$ cat config.mk
export PLATFORM = sky130hd
export DESIGN_NAME = multichannel_motor_slew_limiter
export DESIGN_NICKNAME = d
export VERILOG_FILES = /design/src/design/mmsl_pkg.sv /design/src/design/mmsl_ramp_unit.sv /design/src/design/multichannel_motor_slew_limiter.sv
export SDC_FILE = /design/constraint.sdc
export NUM_CORES = 1
export LEC_CHECK = 0
export BUFFER_PORTS_ARGS = -buffer_cell sky130_fd_sc_hd__buf_2
export CAP_MARGIN = 20
export CORE_MARGIN = 2
export CORE_UTILIZATION = 55
export CTS_BUF_LIST = sky130_fd_sc_hd__clkbuf_2
export CTS_CLUSTER_SIZE = 40
export DETAILED_ROUTE_END_ITERATION = 12
export GPL_TIMING_DRIVEN = 0
export MAX_ROUTING_LAYER = met4
export PLACE_DENSITY_LB_ADDON = 0.08
export SLEW_MARGIN = 20
export SYNTH_ARGS = -nofsm -noshare
export SYNTH_HDL_FRONTEND = slang
export SYNTH_SLANG_ARGS = --single-unit
$ cat constraint.sdc
create_clock -name clk -period 9 [get_ports clk]
set_input_delay 0.9 -clock clk [delete_from_list [all_inputs] [get_ports clk]]
set_output_delay 0.9 -clock clk [all_outputs]
set_load 0.01 [all_outputs]
$ cat src/design/mmsl_pkg.sv
package mmsl_pkg;

  // Default channel count; the top level can be built for fewer.
  localparam int NUM_CHANNELS_DEF = 8;

  // Field widths.
  localparam int CH_W      = 3;
  localparam int CMD_W     = 9;
  localparam int DRV_W     = 8;
  localparam int ELAPSED_W = 10;
  localparam int RATE_W    = 8;
  localparam int RATE_FRAC = 4;
  localparam int PROD_W    = RATE_W + ELAPSED_W;
  localparam int STEP_W    = PROD_W - RATE_FRAC;
  localparam int MASK_W    = 8;
  localparam int RATES_W   = 64;

  // Stream widths.
  localparam int S_TDATA_W = 24;
  localparam int S_TUSER_W = 2;
  localparam int M_TDATA_W = 16;

  // Configuration port.
  localparam int CFG_IDX_W = 1;
  localparam logic [CFG_IDX_W-1:0] CFG_INVERTED_MASK = 1'b0;
  localparam logic [CFG_IDX_W-1:0] CFG_SLEW_RATES    = 1'b1;

  // Input actions carried on s_tuser.
  localparam logic [S_TUSER_W-1:0] ACT_SET  = 2'd0;
  localparam logic [S_TUSER_W-1:0] ACT_TICK = 2'd1;
  localparam logic [S_TUSER_W-1:0] ACT_READ = 2'd2;

  // Result kinds carried on m_tuser.
  localparam logic KIND_DRIVE = 1'b0;
  localparam logic KIND_READ  = 1'b1;

  // Drive limits.
  localparam logic signed [CMD_W-1:0] CMD_POS_LIM = 9'sd127;
  localparam logic signed [CMD_W-1:0] CMD_NEG_LIM = -9'sd127;
  localparam logic signed [DRV_W-1:0] DRV_POS_LIM = 8'sd127;
  localparam logic signed [DRV_W-1:0] DRV_NEG_LIM = -8'sd127;

  // Sequencer states.
  typedef enum logic [1:0] {
    ST_IDLE,
    ST_SCAN,
    ST_STEP,
    ST_EMIT
  } state_t;

  // Operand load for the shared ramp unit.
  typedef struct packed {
    logic                        load;
    logic [RATE_W-1:0]           rate;
    logic [ELAPSED_W-1:0]        elapsed;
    logic signed [DRV_W-1:0]     tgt;
    logic signed [DRV_W-1:0]     cur;
  } ramp_req_t;

endpackage

$ cat src/design/mmsl_ramp_unit.sv
module mmsl_ramp_unit (
  input  logic                                clk,
  input  mmsl_pkg::ramp_req_t                 req,
  output logic signed [mmsl_pkg::DRV_W-1:0]   nxt
);

  logic [mmsl_pkg::PROD_W-1:0]        prod;
  logic signed [mmsl_pkg::DRV_W-1:0]  tgt;
  logic signed [mmsl_pkg::DRV_W-1:0]  cur;
  logic [mmsl_pkg::STEP_W-1:0]        step;
  logic                               up;
  logic signed [mmsl_pkg::DRV_W:0]    diff;
  logic [mmsl_pkg::DRV_W-1:0]         absdiff;
  logic                               reach;
  logic [mmsl_pkg::DRV_W-1:0]         moved;

  // Operand registers; the rate times elapsed product is taken here.
  always_ff @(posedge clk) begin
    if (req.load) begin
      prod <= mmsl_pkg::PROD_W'(req.rate) * mmsl_pkg::PROD_W'(req.elapsed);
      tgt  <= req.tgt;
      cur  <= req.cur;
    end
  end

  // Step toward the target, stopping at it.
  always_comb begin
    step    = mmsl_pkg::STEP_W'(prod >> mmsl_pkg::RATE_FRAC);
    up      = tgt > cur;
    diff    = up ? ((mmsl_pkg::DRV_W+1)'(tgt) - (mmsl_pkg::DRV_W+1)'(cur))
                 : ((mmsl_pkg::DRV_W+1)'(cur) - (mmsl_pkg::DRV_W+1)'(tgt));
    absdiff = diff[mmsl_pkg::DRV_W-1:0];
    reach   = step >= mmsl_pkg::STEP_W'(absdiff);
    // When the target is not reached the step is below the distance,
    // so its low byte is the whole step and the sum stays in range.
    moved   = up ? (cur + step[mmsl_pkg::DRV_W-1:0])
                 : (cur - step[mmsl_pkg::DRV_W-1:0]);
    nxt     = reach ? tgt : signed'(moved);
  end

endmodule

$ cat src/design/multichannel_motor_slew_limiter.sv
// Per-channel motor slew limiter. A set beat (tuser 0) clamps its command to
// +/-127, applies the channel inversion and stores it as the target; with the
// immediate bit it also returns one drive result. A read beat (tuser 2)
// returns the uninverted target. A tick beat (tuser 1) walks the channels in
// ascending order and, for each channel whose drive differs from its target
// and whose rate is nonzero, moves the ramp toward the target by
// floor(rate * elapsed_ms / 16) and returns the new drive; tlast marks the
// final result of a beat. A set or read is taken while idle; its result is
// registered as the pending result and then loaded into the output register
// in the emit state. A tick skips each channel it does not update in the scan
// state and takes each channel it updates through the scan, step and emit states,
// because every update goes through the one multiply and clamp unit. s_tready
// is low until the current beat has finished; configuration writes are always
// taken.
module multichannel_motor_slew_limiter #(
  parameter int NUM_CHANNELS = mmsl_pkg::NUM_CHANNELS_DEF
) (
  input  logic                                clk,
  input  logic                                rst,
  // Configuration writes.
  input  logic                                cfg_valid,
  output logic                                cfg_ready,
  input  logic [mmsl_pkg::CFG_IDX_W-1:0]      cfg_index,
  input  logic [mmsl_pkg::RATES_W-1:0]        cfg_data,
  // Input stream.
  input  logic                                s_tvalid,
  output logic                                s_tready,
  // channel[2:0], command_in[11:3], immediate[12], elapsed_ms[22:13], zero[23]
  input  logic [mmsl_pkg::S_TDATA_W-1:0]      s_tdata,
  // action[1:0]
  input  logic [mmsl_pkg::S_TUSER_W-1:0]      s_tuser,
  // Result stream.
  output logic                                m_tvalid,
  input  logic                                m_tready,
  // out_channel[2:0], value[10:3], zero[15:11]
  output logic [mmsl_pkg::M_TDATA_W-1:0]      m_tdata,
  // kind[0]
  output logic                                m_tuser,
  output logic                                m_tlast
);

  localparam int IDX_W = (NUM_CHANNELS > 1) ? $clog2(NUM_CHANNELS) : 1;
  localparam logic [IDX_W-1:0] LAST_IDX = IDX_W'(NUM_CHANNELS - 1);

  // Configuration and channel state.
  logic [mmsl_pkg::MASK_W-1:0]         inv_mask;
  logic [mmsl_pkg::RATES_W-1:0]        rates;
  logic signed [mmsl_pkg::DRV_W-1:0]   target [NUM_CHANNELS];
  logic signed [mmsl_pkg::DRV_W-1:0]   ramp [NUM_CHANNELS];
  logic signed [mmsl_pkg::DRV_W-1:0]   applied [NUM_CHANNELS];

  // Sequencer.
  mmsl_pkg::state_t                    st, st_next;
  logic [IDX_W-1:0]                    cnt;
  logic                                tick_mode;
  logic [NUM_CHANNELS-1:0]             mask;
  logic [mmsl_pkg::ELAPSED_W-1:0]      elapsed;

  // Pending result.
  logic                                res_kind;
  logic [mmsl_pkg::CH_W-1:0]           res_ch;
  logic signed [mmsl_pkg::DRV_W-1:0]   res_val;
  logic                                res_last;

  // Output register.
  logic [mmsl_pkg::CH_W-1:0]           out_ch;
  logic signed [mmsl_pkg::DRV_W-1:0]   out_val;

  // Input fields.
  logic [mmsl_pkg::S_TUSER_W-1:0]      in_action;
  logic [mmsl_pkg::CH_W-1:0]           in_ch;
  logic signed [mmsl_pkg::CMD_W-1:0]   in_cmd;
  logic                                in_imm;
  logic [mmsl_pkg::ELAPSED_W-1:0]      in_elapsed;
  logic [IDX_W-1:0]                    in_idx;
  logic                                ch_ok;
  logic signed [mmsl_pkg::DRV_W-1:0]   clamped;
  logic signed [mmsl_pkg::DRV_W-1:0]   set_cmd;
  logic signed [mmsl_pkg::DRV_W-1:0]   read_val;
  logic [NUM_CHANNELS-1:0]             active;

  // Control.
  logic                                accept;
  logic                                set_write;
  logic                                imm_drive;
  logic                                tick_start;
  logic                                read_start;
  logic                                scan_hit;
  logic                                at_last;
  logic                                step_write;
  logic                                out_free;
  logic                                emit_load;
  logic                                cnt_inc;
  mmsl_pkg::ramp_req_t                 ramp_req;
  logic signed [mmsl_pkg::DRV_W-1:0]   ramp_nxt;

  assign cfg_ready = 1'b1;

  // Configuration registers.
  always_ff @(posedge clk) begin
    if (rst) begin
      inv_mask <= '0;
      rates    <= '0;
    end else if (cfg_valid) begin
      unique case (cfg_index)
        mmsl_pkg::CFG_INVERTED_MASK: inv_mask <= cfg_data[mmsl_pkg::MASK_W-1:0];
        mmsl_pkg::CFG_SLEW_RATES:    rates    <= cfg_data;
        default: ;
      endcase
    end
  end

  // Unpack the input beat.
  assign in_action  = s_tuser;
  assign in_ch      = s_tdata[2:0];
  assign in_cmd     = signed'(s_tdata[11:3]);
  assign in_imm     = s_tdata[12];
  assign in_elapsed = s_tdata[22:13];
  assign in_idx     = in_ch[IDX_W-1:0];
  assign ch_ok      = (mmsl_pkg::CH_W+1)'(in_ch) < (mmsl_pkg::CH_W+1)'(NUM_CHANNELS);

  // Clamp and invert a new command; undo the inversion on readback.
  always_comb begin
    if (in_cmd > mmsl_pkg::CMD_POS_LIM) begin
      clamped = mmsl_pkg::DRV_POS_LIM;
    end else if (in_cmd < mmsl_pkg::CMD_NEG_LIM) begin
      clamped = mmsl_pkg::DRV_NEG_LIM;
    end else begin
      clamped = in_cmd[mmsl_pkg::DRV_W-1:0];
    end
    set_cmd = inv_mask[in_ch] ? -clamped : clamped;
    if (!ch_ok) begin
      read_val = '0;
    end else if (inv_mask[in_ch]) begin
      read_val = -target[in_idx];
    end else begin
      read_val = target[in_idx];
    end
  end

  // Channels that a tick would update, taken once at the start of the tick.
  for (genvar i = 0; i < NUM_CHANNELS; i++) begin : g_active
    assign active[i] = (applied[i] != target[i])
                     && (rates[mmsl_pkg::RATE_W*i +: mmsl_pkg::RATE_W] != '0);
  end

  assign accept   = s_tvalid && s_tready;
  assign scan_hit = mask[cnt];
  assign at_last  = cnt == LAST_IDX;
  assign out_free = !m_tvalid || m_tready;

  // Next state.
  always_comb begin
    st_next = st;
    unique case (st)
      mmsl_pkg::ST_IDLE: begin
        if (s_tvalid) begin
          unique case (in_action)
            mmsl_pkg::ACT_SET:  if (ch_ok && in_imm) st_next = mmsl_pkg::ST_EMIT;
            mmsl_pkg::ACT_TICK: st_next = mmsl_pkg::ST_SCAN;
            mmsl_pkg::ACT_READ: st_next = mmsl_pkg::ST_EMIT;
            default: ;
          endcase
        end
      end
      mmsl_pkg::ST_SCAN: begin
        if (scan_hit) begin
          st_next = mmsl_pkg::ST_STEP;
        end else if (at_last) begin
          st_next = mmsl_pkg::ST_IDLE;
        end
      end
      mmsl_pkg::ST_STEP: st_next = mmsl_pkg::ST_EMIT;
      mmsl_pkg::ST_EMIT: begin
        if (out_free) begin
          st_next = (tick_mode && !at_last) ? mmsl_pkg::ST_SCAN : mmsl_pkg::ST_IDLE;
        end
      end
      default: st_next = mmsl_pkg::ST_IDLE;
    endcase
  end

  // Sequencer outputs.
  always_comb begin
    s_tready   = 1'b0;
    set_write  = 1'b0;
    imm_drive  = 1'b0;
    tick_start = 1'b0;
    read_start = 1'b0;
    step_write = 1'b0;
    emit_load  = 1'b0;
    cnt_inc    = 1'b0;
    unique case (st)
      mmsl_pkg::ST_IDLE: begin
        s_tready   = 1'b1;
        set_write  = s_tvalid && (in_action == mmsl_pkg::ACT_SET) && ch_ok;
        imm_drive  = set_write && in_imm;
        tick_start = s_tvalid && (in_action == mmsl_pkg::ACT_TICK);
        read_start = s_tvalid && (in_action == mmsl_pkg::ACT_READ);
      end
      mmsl_pkg::ST_SCAN: cnt_inc = !scan_hit && !at_last;
      mmsl_pkg::ST_STEP: step_write = 1'b1;
      mmsl_pkg::ST_EMIT: begin
        emit_load = out_free;
        cnt_inc   = out_free && tick_mode && !at_last;
      end
      default: ;
    endcase
  end

  // Operands for the shared ramp unit.
  always_comb begin
    ramp_req.load    = (st == mmsl_pkg::ST_SCAN) && scan_hit;
    ramp_req.rate    = mmsl_pkg::RATE_W'(rates >> {cnt, 3'b000});
    ramp_req.elapsed = elapsed;
    ramp_req.tgt     = target[cnt];
    ramp_req.cur     = ramp[cnt];
  end

  mmsl_ramp_unit u_ramp (
    .clk (clk),
    .req (ramp_req),
    .nxt (ramp_nxt)
  );

  // State register and channel counter.
  always_ff @(posedge clk) begin
    if (rst) begin
      st        <= mmsl_pkg::ST_IDLE;
      cnt       <= '0;
      tick_mode <= 1'b0;
    end else begin
      st <= st_next;
      if (accept) begin
        cnt       <= '0;
        tick_mode <= tick_start;
      end else if (cnt_inc) begin
        cnt <= cnt + 1'b1;
      end
    end
  end

  // Channel state updates.
  always_ff @(posedge clk) begin
    if (rst) begin
      for (int i = 0; i < NUM_CHANNELS; i++) begin
        target[i]  <= '0;
        ramp[i]    <= '0;
        applied[i] <= '0;
      end
    end else begin
      if (set_write) begin
        target[in_idx] <= set_cmd;
      end
      if (imm_drive) begin
        applied[in_idx] <= set_cmd;
      end
      if (step_write) begin
        ramp[cnt]    <= ramp_nxt;
        applied[cnt] <= ramp_nxt;
      end
    end
  end

  // Tick operands and the pending result.
  always_ff @(posedge clk) begin
    if (tick_start) begin
      mask    <= active;
      elapsed <= in_elapsed;
    end
    if (imm_drive) begin
      res_kind <= mmsl_pkg::KIND_DRIVE;
      res_ch   <= in_ch;
      res_val  <= set_cmd;
      res_last <= 1'b1;
    end else if (read_start) begin
      res_kind <= mmsl_pkg::KIND_READ;
      res_ch   <= in_ch;
      res_val  <= read_val;
      res_last <= 1'b1;
    end else if (step_write) begin
      res_kind <= mmsl_pkg::KIND_DRIVE;
      res_ch   <= mmsl_pkg::CH_W'(cnt);
      res_val  <= ramp_nxt;
      // Last when no channel above this one is due for an update.
      res_last <= (mask >> cnt) == NUM_CHANNELS'(1);
    end
  end

  // Output register.
  always_ff @(posedge clk) begin
    if (rst) begin
      m_tvalid <= 1'b0;
    end else if (emit_load) begin
      m_tvalid <= 1'b1;
    end else if (m_tready) begin
      m_tvalid <= 1'b0;
    end
  end

  always_ff @(posedge clk) begin
    if (emit_load) begin
      m_tuser <= res_kind;
      out_ch  <= res_ch;
      out_val <= res_val;
      m_tlast <= res_last;
    end
  end

  assign m_tdata = {5'b0, out_val, out_ch};

endmodule

======== After elaboration in Yosys (flattened, before gate mapping) ========
Memory sizes are Yosys's and may differ from the RTL's. A register that Yosys moved wholly into a read port is not among the register bits.
Cells that the tools add are included.
storage, ports and cells
  output and inout bits ................... 21
  bits in read-only memories .............. 0
  latch bits .............................. 0
  word-level logic and storage cells ...... 161
  bits of input ports ..................... 96
  bits in writable memories ............... 192
  register bits after elaboration ......... 141
  memories ................................ 3
memory list
  memory   depth  bits a word  rd ports  clocked after memory_dff  wr ports  RTL line                               RTL
  applied  8      8            8         0                         8         multichannel_motor_slew_limiter.sv:50  logic signed [mmsl_pkg::DRV_W-1:0] applied [NUM_CHANNELS];
  ramp     8      8            1         1                         8         multichannel_motor_slew_limiter.sv:49  logic signed [mmsl_pkg::DRV_W-1:0] ramp [NUM_CHANNELS];
  target   8      8            10        1                         8         multichannel_motor_slew_limiter.sv:48  logic signed [mmsl_pkg::DRV_W-1:0] target [NUM_CHANNELS];
cells by class
  div/mod/pow operators ................... 0
  equality and inequality tests ........... 20
  reduce and logical (&&, ||, !) cells .... 44
  mux-type cells .......................... 60
  shifts and indexed selects .............. 2
  $mul .................................... 1
  $add $sub $neg .......................... 7
  bitwise logic cells ..................... 1
  magnitude comparators ................... 6
operator list
  operator            count
  $mux 8              14
  $ne 8x8->1          8
  $reduce_bool 8->1   8
  $shr 64x6->8        1
  $reduce_or 8->1     4
  $mux 1              29
  $sub 8x8->8         3
  $mux 3              7
  $logic_and 1x1->1   18
  $mul 8x10->18       1
  $neg 8->8           2
  $ge 14x8->1         1
  $mux 2              5
  $gt 9x8->1 const B  1
  $lt 9x8->1 const B  1
  $add 8x8->8         1
  $eq 8x1->1 const B  1
  $gt 8x8->1          1
  $lt 3x4->1 const B  2
  $pmux 2 s4          1
  $shr 8x3->8         1
  $bmux 1 s3          2
  $eq 2x2->1 const B  3
  $ne 3x3->1 const B  2
  other kinds (16)    24

======== Longest topological paths before layout ========
  word-level depth ........................ 10
  mapped depth ............................ 22
  mapped depth without buffers ............ 19

======== Modules after synthesis ========
From an unflattened synthesis, not the netlist that was laid out.
unflattened totals
  cells, all modules ...................... 1795
  area, all modules ....................... 20081.8 sq um
by module, submodules not included
  module                           cells each  seq. area each (sq um)  times used  area each (sq um)
  multichannel_motor_slew_limiter  1315        8708.4                  1           15452.3
  mmsl_ramp_unit                   480         900.9                   1           4629.4

======== Least setup slack after synthesis ========
OpenSTA, ideal clock, no wires.
  path kind ............................... reg-to-reg
  start ................................... reg cnt[0]
  end ..................................... reg u_ramp.prod[17] (netlist bit) (data pin)
  library setup time ...................... 260 ps
  setup slack ............................. 3159 ps
  arrival ................................. 5581 ps
  clock period less this slack ............ 5841 ps
  required time ........................... 8740 ps
  buffers on the path ..................... 3
  cell stages (with the launch flop) ...... 21
  cell sequence ........................... dfxtp_1 > buf_6 > buf_2 > buf_2 > mux4_2 > mux2i_1 > nor2b_1 > fa_1 > fa_1 > fa_1 > inv_1 > fa_1 > inv_1 > ha_1 > o21a_1 > o21ai_0 > a21o_1 > a21oi_1 > a311o_1 > a21oi_1 > xnor2_1
between the ends
  word-level cells in the longest chain between the ends .. 2
RTL lines
  what                    RTL line                                RTL
  from (decl)             multichannel_motor_slew_limiter.sv:54   logic [IDX_W-1:0] cnt;
  from (signal assigned)  multichannel_motor_slew_limiter.sv:238  cnt <= cnt + 1'b1;
  $shr 64x6->8            multichannel_motor_slew_limiter.sv:214  ramp_req.rate = mmsl_pkg::RATE_W'(rates >> {cnt, 3'b000});
  $mul 8x10->18           mmsl_ramp_unit.sv:20                    prod <= mmsl_pkg::PROD_W'(req.rate) * mmsl_pkg::PROD_W'(req.elapsed);
  to (signal assigned)    mmsl_ramp_unit.sv:20
  to (decl)               mmsl_ramp_unit.sv:7                     logic [mmsl_pkg::PROD_W-1:0] prod;
No other way between the ends.
A chain may end at the register's enable or synchronous reset.

======== Worst setup path after layout ========
  start ................................... reg cnt[1]
  end ..................................... reg u_ramp.prod[17] (netlist bit) (data pin)
The elaborated chain is that of the path after synthesis.

==> flow_results.org <==
** Timing
- The worst path uses between 70% and 80% of the clock period.
- Worst hold margin :: roughly 0.12 ns
- Maximum achievable frequency :: 144 MHz
- Setup skew after layout :: 0.0661 ns
- In this run the tightest slew margin relative to its limit is 26.6%.
- Pin slew with the least headroom to its limit :: 1.07 ns
- Setup violations, final :: 0
- The number of failing hold endpoints at the final stage came to 0.
- RSZ-0062 raised after global routing :: false
- Final critical delay including setup and external delays :: 6.97 ns
- Setup TNS :: 0 ns
- Max Slew Vio Count :: 0

** Setup path
- Critical Path Start Type :: flop
- STA puts the critical path data required time at roughly 10 ns.
- By startpoint and endpoint, the worst setup path is classified as flop to flop.
- Along the worst path, the maximum fanout reaches 10.
- At the worst endpoint, the arrival time is just under 8 ns.
- Crit path capture type :: flop
- R2r worst-path depth :: 19

** Placement
- Routability-driven placement congestion ratio :: 0.979
- Count of port buffers added during placement :: 108
- Detailed placer's ending HPWL :: 39.7 mm
- # placed instances :: between 2000 and 2500

** Cells and area
- Synthesis-to-finish area growth :: 10.7%
- Nets :: 2223
- After the flow finishes, the layout carries non-filler instances totaling 2530.
- Measured on the finished design, the core utilization comes to 61.8%.
- Cells with a size suffix above 1 make up 19.5% of the layout.

** Drt
- Routed wire length :: 53.1 mm
- After the first detailed-routing iteration, the DRC count stood at 1255.
- After detailed routing, the average wire length per cell comes to between 20 and 25 um.
- Post-route DRC violation count :: 0
- Using the TritonRoute via totals, the vias-per-cell ratio works out to 5.77.
- Antenna-violating nets left :: 0
- For this run, the detailed router's first-pass iteration total came to 6.
- Vias :: about 15000

** Run
- Number of maximum-capacitance constraint violations :: 0

** GRT
- Global-route total usage across every layer :: 29.5%
- The first global-routing pass estimated 81.8 mm of wire.
- Maximum number of pins on one net before global-route repair :: 20
- The total overflow left after global routing is 0.
- The via count of the first global-routing pass is 14400.
- Antenna violations before repair :: 2

** Synth
- Portion of synthesized cell area occupied by the leading cell type :: 40.1%
- FF+latch count, synth :: 345
- Ranking of synthesized cells by area :: sky130_fd_sc_hd__edfxtp_1 (40%), sky130_fd_sc_hd__dfxtp_1 (8.2%), sky130_fd_sc_hd__mux4_2 (5.9%)
- In this run, synthesis inferred 264 flip-flops with an integrated enable.
- Number of standard cells after synthesis :: 1788
- Top cell type by total area after synthesis :: sky130_fd_sc_hd__edfxtp_1
- Primary FF master, synth :: sky130_fd_sc_hd__edfxtp_1
- Syn avg cell area :: 11.1 um2
- For this run, the register share of the synthesized area comes to approximately 48%.
- The mapped netlist covers 19800 um2.
- Proportion of register bits with asynchronous set or reset after synthesis :: 0%
- Distinct cell type count after synthesis :: a little under 80
- The Yosys step of the flow raised 0 warnings.
- Yosys instantiated no cell more often than sky130_fd_sc_hd__edfxtp_1.
- Ranked by instance count, the synthesized netlist is headed by sky130_fd_sc_hd__edfxtp_1 (264), sky130_fd_sc_hd__nor2_1 (250), sky130_fd_sc_hd__nand2_1 (198).

** Clock network
- Insertion delay of the later-clocked pin in the worst-skew pair :: 1.00 ns
- Root Buffer :: sky130_fd_sc_hd__clkbuf_2
- Clock tree from TritonCTS :: done
- The H-tree was split into 3 levels.
- Clock-pin slew of the registers on the worst-case setup and hold paths :: 0.12 ns
- Number of buffers inserted by hold repair at cts :: 10
- CTS Buffer Depth :: 3
- Buffers added to address setup during post-CTS repair amount to 0.
- Sinks on the clock net :: between 300 and 400
- # resized after CTS :: 0
- Inserted Clock Buffers :: 87

** Floorplanning
- The region available for standard cell placement spans 35500 um2.
- The floorplan step set the die width to 194 um.
- Initial core utilization :: 55.8%
- Standard-cell row count :: approximately 70
- Die span in y :: ~190 um
- 117 I/O pins were placed.
- The die covers 37500 um2.

** Power and ir drop
- In this run the power density over the cells is 167 nW/um2.
- Power comes to 0.00366 W.
- Combinational power share :: 19.0%
- For this design the static power due to leakage is 8.63 nW.
- IR analysis of the VDD net gives a maximum drop of 99.8 uV.
- Share of power burned in the clock network :: 29.8%
- The share of total power dissipated in sequential elements is 51.1%.
- Net switching is 30.7% of the power.
- For this design the total switching power over the nets is 0.00112 W.
- Internal power comes to 0.00253 W.

** Min path
- Hold Path Stages :: 3
- Kind of path behind the tightest hold check :: primary input to flop

** Status
- Outcome :: finished, final reports clean
[layout make-up]
class                   count  area [um2]
clock buffers             121         606
flip-flops and latches    345        9550
multi-input cells        1280        9570
clock inverters            31         209
well taps                 461         577
diodes                      3        7.51
fillers                  3039       13600
repair buffers            122         672
inverters                  90         338
plain buffers              77         382
[per-stage QoR]
step,instance area (um2),worst slack (ns)
after detailed placement,21000,2.11
final,21900,2.04
after global routing,21900,1.68
after CTS,21900,2.07
after global placement,20900,2.13
after floorplan,19800,3.16
[worst max-delay path: stages, from the launching register on]
cell	delay, ns
sky130_fd_sc_hd__dfxtp_1	0.55
sky130_fd_sc_hd__buf_4	0.27
sky130_fd_sc_hd__clkbuf_1	0.71
sky130_fd_sc_hd__mux4_2	0.44
sky130_fd_sc_hd__mux2i_1	0.80
sky130_fd_sc_hd__nor2b_1	0.15
sky130_fd_sc_hd__fa_1	0.54
sky130_fd_sc_hd__fa_1	0.52
sky130_fd_sc_hd__fa_1	0.55
sky130_fd_sc_hd__inv_1	0.05
sky130_fd_sc_hd__fa_1	0.52
sky130_fd_sc_hd__inv_1	0.04
sky130_fd_sc_hd__ha_1	0.34
sky130_fd_sc_hd__o21a_1	0.20
sky130_fd_sc_hd__o21ai_0	0.14
sky130_fd_sc_hd__a21o_1	0.13
sky130_fd_sc_hd__a21oi_1	0.12
sky130_fd_sc_hd__a311o_1	0.33
sky130_fd_sc_hd__a21oi_1	0.17
sky130_fd_sc_hd__xnor2_1	0.11
[power by group through the flow]
stage	Clock, W	Sequential [W]	Combinational [W]
6_report	0.00109	0.00187	0.000696
5_1_grt	0.00120	0.00188	0.000768
4_1_cts	0.00111	0.00187	0.000694
3_5_place_dp	0	0.00190	0.000687
3_3_place_gp	0	0.00190	0.000670
2_1_floorplan	0	0.00188	0.000476
[state kept, by name, summed over array words and instances, names as in the netlist, 8 cells and up]
| name | count |
|---|---|
| target | 64 |
| ramp | 64 |
| u_ramp.tgt | 8 |
| out_val | 8 |
| mask | 8 |
| u_ramp.prod | 14 |
| inv_mask | 8 |
| applied | 64 |
| rates | 64 |
| elapsed | 10 |
| res_val | 8 |
| u_ramp.cur | 8 |
[logic make-up (layout without fill, tap and decap cells)]
group	Yosys count	after routing	share of synthesized area [%]
muxes	126	126	10.0
and+or+nand+nor	691	691	16.2
adders and majority gates	124	124	9.78
xor gates and xnor gates	101	101	4.58
buffers and inverters	167	441	3.64
AOI/OAI and AO/OA	232	232	7.50
other	2	9	0.0380
DFF	345	345	48.3
[routing by layer]
| metal | global-route usage (%) | part of all wire [%] | vias up |
|---|---|---|---|
| met5 | - | 0 | - |
| met4 | 10.2 | 3.2 | 0 |
| met3 | 5.71 | 7.4 | 112 |
| met2 | 45.5 | 47 | 564 |
| met1 | 39.4 | 42 | 7139 |
| li1 | - | - | 6780 |
[worst paths after layout]
check                     from              end  slack [ns]
setup reg to reg        cnt[1]  u_ramp.prod[17]        2.04
hold / removal    cfg_data[51]        rates[51]        0.12
setup / recovery        cnt[1]  u_ramp.prod[17]        2.04
hold reg to reg      res_ch[2]        out_ch[2]        0.42
[cells in the final DEF, fill, tap and decap left out, types with 19 or more instances in the layout]
master	Yosys	layout
sky130_fd_sc_hd__clkbuf_2	0	121
sky130_fd_sc_hd__edfxtp_1	264	264
sky130_fd_sc_hd__inv_1	90	90
sky130_fd_sc_hd__mux2_2	30	30
sky130_fd_sc_hd__xnor2_1	89	88
sky130_fd_sc_hd__nand2b_1	51	51
sky130_fd_sc_hd__nand2_1	198	198
sky130_fd_sc_hd__a21oi_1	116	115
sky130_fd_sc_hd__mux2i_1	40	35
sky130_fd_sc_hd__nand4_1	19	19
sky130_fd_sc_hd__ha_1	73	73
sky130_fd_sc_hd__dfxtp_1	81	81
sky130_fd_sc_hd__mux4_2	52	52
sky130_fd_sc_hd__o21ai_0	22	22
sky130_fd_sc_hd__nor2_1	250	250
sky130_fd_sc_hd__fa_1	51	51
sky130_fd_sc_hd__clkbuf_1	43	43
sky130_fd_sc_hd__nor2b_1	75	74
sky130_fd_sc_hd__buf_2	11	120
Note: power is estimated with default switching activity, not from simulation.
